[config.mk]
export PLATFORM = sky130hd
export DESIGN_NAME = top_k_ranked_insert
export DESIGN_NICKNAME = d
export VERILOG_FILES = /design/src/rtl/tkri_pkg.sv /design/src/rtl/tkri_ram.sv /design/src/rtl/top_k_ranked_insert.sv
export SDC_FILE = /design/constraint.sdc
export NUM_CORES = 2
export LEC_CHECK = 0
export BUFFER_PORTS_ARGS = -buffer_cell sky130_fd_sc_hd__buf_4
export CAP_MARGIN = 20
export CORE_ASPECT_RATIO = 0.9
export CORE_MARGIN = 2
export CORE_UTILIZATION = 48
export DETAILED_ROUTE_END_ITERATION = 10
export PLACE_DENSITY = 0.64
export SETUP_SLACK_MARGIN = 0.02
export SLEW_MARGIN = 10
export SYNTH_ARGS = -nofsm -noshare
export SYNTH_HDL_FRONTEND = slang
export SYNTH_SLANG_ARGS = --single-unit
[constraint.sdc]
create_clock -name clk -period 15.59 [get_ports clk]
set_input_delay 1.559 -clock clk [delete_from_list [all_inputs] [get_ports clk]]
set_output_delay 1.559 -clock clk [all_outputs]
set_load 0.02 [all_outputs]
[src/rtl/tkri_pkg.sv]
// shared types and constants for the ranked top-k insertion block
package tkri_pkg;

  localparam int KIND_W    = 2;
  localparam int SEL_W     = 2;
  localparam int ID_W      = 32;
  localparam int SCORE_W   = 31;
  localparam int RSLOT_W   = 4;
  localparam int PSLOT_W   = 4;
  localparam int NUM_LISTS = 3;
  localparam int IN_W      = 72;
  localparam int OUT_W     = 72;

  localparam logic [KIND_W-1:0] KIND_CLEAR  = 2'd0;
  localparam logic [KIND_W-1:0] KIND_INSERT = 2'd1;
  localparam logic [KIND_W-1:0] KIND_READ   = 2'd2;

  localparam logic [SEL_W-1:0] SEL_NONE = 2'd3;

  typedef struct packed {
    logic [ID_W-1:0]    id;
    logic [SCORE_W-1:0] score;
  } entry_t;

  typedef enum logic [3:0] {
    ST_IDLE   = 4'b0001,
    ST_SCAN   = 4'b0010,
    ST_RDWAIT = 4'b0100,
    ST_FINISH = 4'b1000
  } state_t;

endpackage

[src/rtl/tkri_ram.sv]
// generic single-write, single-read ram with registered read data
module tkri_ram #(
  parameter int WIDTH = 63,
  parameter int DEPTH = 30,
  localparam int AW = (DEPTH > 1) ? $clog2(DEPTH) : 1
) (
  input  logic             clk,
  input  logic             we,
  input  logic [AW-1:0]    waddr,
  input  logic [WIDTH-1:0] wdata,
  input  logic             re,
  input  logic [AW-1:0]    raddr,
  output logic [WIDTH-1:0] rdata
);

  logic [WIDTH-1:0] mem [DEPTH];

  always_ff @(posedge clk) begin
    if (we) begin
      mem[waddr] <= wdata;
    end
    if (re) begin
      rdata <= mem[raddr];
    end
  end

endmodule

[src/rtl/top_k_ranked_insert.sv]
// top level of the ranked top-k insertion lists
// throughput: one transaction at a time, the next one accepted only once the last
//   result has moved into the output register; an insert walks every slot
//   of its list once through the single comparator, writing slots from its placement on
// reset: rst (synchronous) clears all per-entry valid bits, so every list reads as zero;
//   a clear transaction does the same as it is accepted, no ram sweep is needed
// the output register holds a finished result while the next transaction is accepted
module top_k_ranked_insert #(
  parameter int LIST_DEPTH = 10
) (
  input  logic                      clk,
  input  logic                      rst,
  // input stream
  input  logic                      s_tvalid,
  output logic                      s_tready,
  // list_select[1:0], record_id[33:2], score[64:34], read_slot[68:65], zero fill
  input  logic [tkri_pkg::IN_W-1:0] s_tdata,
  // kind[1:0]
  input  logic [tkri_pkg::KIND_W-1:0] s_tuser,
  // output stream
  output logic                      m_tvalid,
  input  logic                      m_tready,
  // placed[0], placed_slot[4:1], entry_id[36:5], entry_score[67:37], zero fill
  output logic [tkri_pkg::OUT_W-1:0] m_tdata
);

  localparam int SLOT_W  = (LIST_DEPTH > 1) ? $clog2(LIST_DEPTH) : 1;
  localparam int NUM_ENT = tkri_pkg::NUM_LISTS * LIST_DEPTH;
  localparam int ADDR_W  = $clog2(NUM_ENT);
  localparam int ENT_W   = $bits(tkri_pkg::entry_t);

  // unpacked input fields
  logic [tkri_pkg::SEL_W-1:0]   in_sel;
  logic [tkri_pkg::ID_W-1:0]    in_id;
  logic [tkri_pkg::SCORE_W-1:0] in_score;
  logic [tkri_pkg::RSLOT_W-1:0] in_rslot;

  assign in_sel   = s_tdata[1:0];
  assign in_id    = s_tdata[33:2];
  assign in_score = s_tdata[64:34];
  assign in_rslot = s_tdata[68:65];

  // sequencer state
  tkri_pkg::state_t state;
  logic [SLOT_W-1:0] kcnt;       // slot under compare during a scan
  logic [ADDR_W-1:0] addr;       // ram address of that slot
  logic              inserted;   // new record already written this scan
  tkri_pkg::entry_t  new_entry;
  tkri_pkg::entry_t  carry;      // displaced entry shifting down
  logic [NUM_ENT-1:0] valid;     // entry written since last clear
  logic              rd_valid;

  // result holding
  logic              res_placed;
  logic [SLOT_W-1:0] res_slot;
  tkri_pkg::entry_t  res_entry;
  logic [SLOT_W+3:0] slot_ext;

  // ram ports
  logic              ram_we;
  logic [ADDR_W-1:0] ram_waddr;
  logic [ENT_W-1:0]  ram_wdata;
  logic              ram_re;
  logic [ADDR_W-1:0] ram_raddr;
  logic [ENT_W-1:0]  ram_rdata;

  logic              in_fire;
  logic              ins_ok;
  logic              rd_ok;
  logic [ADDR_W-1:0] base;
  tkri_pkg::entry_t  cur;
  logic              beats;
  logic              last_slot;
  logic              out_load;

  assign s_tready = !rst && (state == tkri_pkg::ST_IDLE);
  assign in_fire  = s_tvalid && s_tready;

  assign ins_ok = (in_score != '0) && (in_sel != tkri_pkg::SEL_NONE);
  assign rd_ok  = (in_sel != tkri_pkg::SEL_NONE) &&
                  ({3'b000, in_rslot} < 7'(LIST_DEPTH));
  assign base   = ADDR_W'(in_sel) * ADDR_W'(LIST_DEPTH);

  // never-written entries read as zero
  assign cur       = rd_valid ? tkri_pkg::entry_t'(ram_rdata) : '0;
  // the shared comparator: new score strictly above the stored one
  assign beats     = new_entry.score > cur.score;
  assign last_slot = (kcnt == SLOT_W'(LIST_DEPTH - 1));

  // result moves into the output register once that register is free
  assign out_load = (state == tkri_pkg::ST_FINISH) && (!m_tvalid || m_tready);

  // ram control: read slot k+1 while slot k is compared and, from the placement on, rewritten
  always_comb begin
    ram_re    = 1'b0;
    ram_raddr = addr;
    ram_we    = 1'b0;
    ram_waddr = addr;
    ram_wdata = inserted ? carry : new_entry;
    case (state)
      tkri_pkg::ST_IDLE: begin
        if (in_fire && (s_tuser == tkri_pkg::KIND_INSERT) && ins_ok) begin
          ram_re    = 1'b1;
          ram_raddr = base;
        end else if (in_fire && (s_tuser == tkri_pkg::KIND_READ) && rd_ok) begin
          ram_re    = 1'b1;
          ram_raddr = base + ADDR_W'(in_rslot);
        end
      end
      tkri_pkg::ST_SCAN: begin
        ram_we = inserted || beats;
        if (!last_slot) begin
          ram_re    = 1'b1;
          ram_raddr = addr + ADDR_W'(1);
        end
      end
      default: begin
      end
    endcase
  end

  tkri_ram #(
    .WIDTH(ENT_W),
    .DEPTH(NUM_ENT)
  ) u_ram (
    .clk  (clk),
    .we   (ram_we),
    .waddr(ram_waddr),
    .wdata(ram_wdata),
    .re   (ram_re),
    .raddr(ram_raddr),
    .rdata(ram_rdata)
  );

  // placed_slot is the slot masked to its field width
  assign slot_ext = {4'b0000, res_slot};

  always_ff @(posedge clk) begin
    if (rst) begin
      state    <= tkri_pkg::ST_IDLE;
      valid    <= '0;
      rd_valid <= 1'b0;
      inserted <= 1'b0;
      m_tvalid <= 1'b0;
    end else begin
      if (out_load) begin
        m_tvalid <= 1'b1;
      end else if (m_tvalid && m_tready) begin
        m_tvalid <= 1'b0;
      end
      if (ram_re) begin
        rd_valid <= valid[ram_raddr];
      end
      if (ram_we) begin
        valid[ram_waddr] <= 1'b1;
      end
      case (state)
        tkri_pkg::ST_IDLE: begin
          if (in_fire) begin
            new_entry.id    <= in_id;
            new_entry.score <= in_score;
            res_placed      <= 1'b0;
            res_slot        <= '0;
            res_entry       <= '0;
            inserted        <= 1'b0;
            kcnt            <= '0;
            addr            <= base;
            case (s_tuser)
              tkri_pkg::KIND_CLEAR: begin
                valid <= '0;
                state <= tkri_pkg::ST_FINISH;
              end
              tkri_pkg::KIND_INSERT: begin
                state <= ins_ok ? tkri_pkg::ST_SCAN : tkri_pkg::ST_FINISH;
              end
              tkri_pkg::KIND_READ: begin
                state <= rd_ok ? tkri_pkg::ST_RDWAIT : tkri_pkg::ST_FINISH;
              end
              default: begin
                state <= tkri_pkg::ST_FINISH;
              end
            endcase
          end
        end
        tkri_pkg::ST_RDWAIT: begin
          res_entry <= cur;
          state     <= tkri_pkg::ST_FINISH;
        end
        tkri_pkg::ST_SCAN: begin
          // the entry just read moves one place down on the next write
          carry <= cur;
          if (!inserted && beats) begin
            inserted   <= 1'b1;
            res_placed <= 1'b1;
            res_slot   <= kcnt;
          end
          if (last_slot) begin
            state <= tkri_pkg::ST_FINISH;
          end else begin
            kcnt <= kcnt + SLOT_W'(1);
            addr <= addr + ADDR_W'(1);
          end
        end
        tkri_pkg::ST_FINISH: begin
          if (out_load) begin
            m_tdata  <= {4'b0000, res_entry.score, res_entry.id,
                         slot_ext[3:0], res_placed};
            state    <= tkri_pkg::ST_IDLE;
          end
        end
        default: begin
          state <= tkri_pkg::ST_IDLE;
        end
      endcase
    end
  end

  // a clear transaction empties every list by the next cycle
  a_clear_empties: assert property (@(posedge clk) disable iff (rst)
    (in_fire && (s_tuser == tkri_pkg::KIND_CLEAR)) |=> (valid == '0))
    else $error("lists not empty after clear");

  // a placed record always lands inside its list
  a_slot_range: assert property (@(posedge clk) disable iff (rst)
    ((state == tkri_pkg::ST_FINISH) && res_placed) |->
      (res_slot <= SLOT_W'(LIST_DEPTH - 1)))
    else $error("placed slot beyond list depth");

  // list storage changes only during an insert scan
  a_write_in_scan: assert property (@(posedge clk) disable iff (rst)
    ram_we |-> (state == tkri_pkg::ST_SCAN))
    else $error("ram write outside insert scan");

  // once placed, every later slot of the scan is rewritten with the shifted entry
  a_shift_writes: assert property (@(posedge clk) disable iff (rst)
    ((state == tkri_pkg::ST_SCAN) && inserted) |-> ram_we)
    else $error("shift-down write missing after placement");

endmodule

==> impl_metrics.env <==
export IMPL_crit_buf_inv=6
export IMPL_min_path_type="reg -> reg"
export IMPL_start_kind="input pin"
export IMPL_holdBufCountCts=0
export IMPL_cts_root_buffer="clkbuf_16"
export IMPL_cts_made_buffers=219
export IMPL_drc=0
export IMPL_gr_usage_all_layers_pct=25.64
export IMPL_gp_congestion=0.7799
export IMPL_peakVddDrop_v=0.00009684
export IMPL_overflow=0
export IMPL_fin_skew_ns=0.05242
export IMPL_via_count=50980
export IMPL_ant_nets=0
export IMPL_drive_gt1_share_pct=13.49
export IMPL_port_buffers=144
export IMPL_cap_viol_max_count=0
export IMPL_syn_avg_cell_area_sq_um=16.07
export IMPL_synth_edf_count=2224
export IMPL_worstSetupEndpointType="flop"
export IMPL_antenna_found_initial=4
export IMPL_arrival_ns=9.09
export IMPL_postCtsResizedCells=0
export IMPL_final_hold_violation_count=0
export IMPL_firstDrtPassIters=6
export IMPL_clk_latency_ns=0.89
export IMPL_die_w_um=455.4
export IMPL_htreeDepth=4
export IMPL_io_pins=152
export IMPL_wl_um=242800
export IMPL_cpPeakStageDelay_ns=0.85
export IMPL_worst_slew_pin_slew_ns=1.151
export IMPL_post_route_worst_setup_slack_ns=7.230
export IMPL_ys_types=67
export IMPL_clock_sinks=2261
export IMPL_clk_pin_slew_ns=0.06
export IMPL_first_iter_violations=6836
export IMPL_power_density_nw_per_um2=132.4
export IMPL_ys_async_sr_fraction_pct=0
export IMPL_max_slew_margin_pct=23.25
export IMPL_slowest_stage="buf_4"
export IMPL_place_ws_ns=6.527
export IMPL_setup_viol=0
export IMPL_post_route_cell_area_sq_um=98350
export IMPL_p_leak_uw=0.03253
export IMPL_initial_core_util_pct=48.17
export IMPL_die_h_um=410.2
export IMPL_cp_cell_sequence="buf_4, nor4_1, nand4_1, o2111a_1, nand3b_1, buf_4, nand2_4, buf_4, buf_4, buf_4, buf_4, a211oi_1, a311oi_1, o21ai_0, nand4_1"
export IMPL_dp_hpwl_um=116300
export IMPL_num_nets_final=5663
export IMPL_critPathMaxFanout=76
export IMPL_grt_pass1_vias=49190
export IMPL_rsz0062_at_grt="false"
export IMPL_crit_top_cell="buf_4"
export IMPL_wire_per_inst_um=29.81
export IMPL_dominantRegCellSynth="edfxtp_1"
export IMPL_final_setup_tns_ns=0
export IMPL_worstSetupPathType="in -> reg"
export IMPL_status="finished clean"
export IMPL_cts_max_path_buffers=3
export IMPL_cts_setup_buffers=0
export IMPL_fmax_mhz=119.6
export IMPL_syn_to_final_growth_pct=11.74
export IMPL_fin_crit_sh_pct=53.63
export IMPL_synth_warnings=0
export IMPL_dp_cells=7735
export IMPL_grt_max_degree=187
export IMPL_seq_area_frac_synth_pct=76.72
export IMPL_die_area_sq_um=186800
export IMPL_grt_pass1_wl_um=345800
export IMPL_placed_cell_area_sq_um=91560
export IMPL_maxSlewViolCount=0
export IMPL_fp_row_count=149
export IMPL_cts_tree="built"
export IMPL_fp_coreArea_sq_um=182700
export IMPL_vias_per_cell=6.258
export IMPL_synth_area_sq_um=88020
export IMPL_synth_seq_cells=2261
export IMPL_cp_top_family="buffers and inverters"
export IMPL_required_ns=16.32
export IMPL_fin_cells=8146
export IMPL_min_period_ns=8.360
export IMPL_syn_inst=5476
[registers in the layout, indices dropped and copies added, names as in the netlist]
signal / count
addr: 5
kcnt: 4
res_placed: 1
u_ram.mem: 1890
state: 4
u_ram.rdata: 63
res_slot: 4
rd_valid: 1
m_tvalid: 1
new_entry: 63
carry: 63
inserted: 1
m_tdata: 68
valid: 30
res_entry: 63
[cell usage after synthesis (5+ instances only)]
cell	count	share of area (%)
a22o_1	13	0.13
a211oi_1	258	2.2
inv_1	77	0.33
nand2_1	966	4.1
dfxtp_1	37	0.84
buf_4	11	0.094
xnor2_1	5	0.050
a21o_1	14	0.12
edfxtp_1	2224	76
a31oi_1	7	0.050
ha_1	43	0.61
a311oi_1	253	2.5
and2_1	8	0.057
nor4_1	9	0.064
nand4_1	72	0.51
nor3_1	11	0.063
a221oi_1	63	0.63
a311o_1	63	0.72
a21oi_1	82	0.47
nand3_1	7	0.040
nor2_1	93	0.40
clkbuf_1	281	1.2
and3_1	365	2.6
o21ai_0	137	0.78
mux2_2	64	0.82
nor2b_1	5	0.036
a32o_1	16	0.18
mux2i_1	6	0.068
buf_2	73	0.42
buf_1	28	0.12
mux4_2	130	3.3
[cell families after synthesis]
logic type / Yosys count / share of synthesized area [%]
AOI/OAI and AO/OA: 931 / 8.040
xor gates and xnor gates: 8 / 0.07961
adders and majority gates: 44 / 0.6340
buffers and inverters: 472 / 2.181
DFF: 2261 / 76.72
muxes: 201 / 4.239
other: 1 / 0.004261
and+or+nand+nor: 1558 / 8.103
[worst paths after layout]
kind                  from  cells after the start              end  slack, ns
min reg2reg  res_entry[57]                      0      m_tdata[31]       0.42
max reg2reg       state[3]                     14  u_ram.rdata[61]       8.07
max            s_tdata[35]                     15  u_ram.rdata[61]       7.23
min          res_entry[57]                      0      m_tdata[31]       0.42
[final cells by class]
| class | instances | area, sq um |
|---|---|---|
| Sequential cell | 2261 | 67530 |
| Timing Repair Buffer | 236 | 1879 |
| Tap cell | 2416 | 3023 |
| Antenna cell | 1 | 2.502 |
| Inverter | 77 | 291.5 |
| Multi-Input combinational cell | 2746 | 18860 |
| Clock inverter | 122 | 954.7 |
| Clock buffer | 287 | 5809 |
| Fill cell | 14280 | 84350 |
[cell usage in the layout, fill, tap and decap left out, types with 30 or more instances in the layout]
cell / n
and3_4: 30
a311o_1: 63
clkbuf_16: 220
a211oi_1: 258
mux4_2: 130
ha_1: 43
inv_1: 76
buf_4: 228
o21ai_0: 135
a311oi_1: 253
nand4_1: 72
a221oi_1: 63
nor2_1: 91
clkinv_1: 64
edfxtp_1: 2224
and3_1: 335
nand2_1: 965
clkbuf_1: 60
dfxtp_1: 35
clkinv_2: 30
mux2_2: 63
a21oi_1: 81
[worst reg2reg max path, cell delays in order, from the launching register on]
cell      delay, ns
dfxtp_1        0.41
or4b_1         0.70
inv_1          0.57
a31oi_1        0.31
nand3b_1       0.09
buf_4          0.37
nand2_4        0.70
buf_4          0.87
buf_4          0.88
buf_4          0.77
buf_4          0.84
a211oi_1       0.25
a311oi_1       0.28
o21ai_0        0.18
nand4_1        0.16
[power breakdown]
| part | leakage [uW] | total (uW) | internal, uW | switching [uW] |
|---|---|---|---|---|
| clock | 0.00330 | 5040 | 2760 | 2280 |
| combinational | 0.00886 | 1230 | 392 | 834 |
| sequential | 0.0204 | 6750 | 6730 | 22.7 |
| total | 0.0325 | 13000 | 9880 | 3130 |
[metrics by stage]
step	total power (uW)	hold slack, ns	util, %
after CTS	13070	0.4183	53.82
after global routing	13390	0.4218	53.83
after floorplan	7695	0.4003	-
final	13020	0.4180	53.83
after detailed placement	8094	0.4045	50.11
after global placement	8080	0.4003	50.11
[routing by layer]
metal | GRT usage [%] | vias up | wire length (um)
met2 | 39.98 | 2722 | 112700
met3 | 3.785 | 448 | 22260
li1 | - | 21730 | -
met5 | 0 | - | 0
met1 | 36.08 | 26080 | 96830
met4 | 11.18 | 0 | 11000
Note: power is estimated with default switching activity, not from simulation.
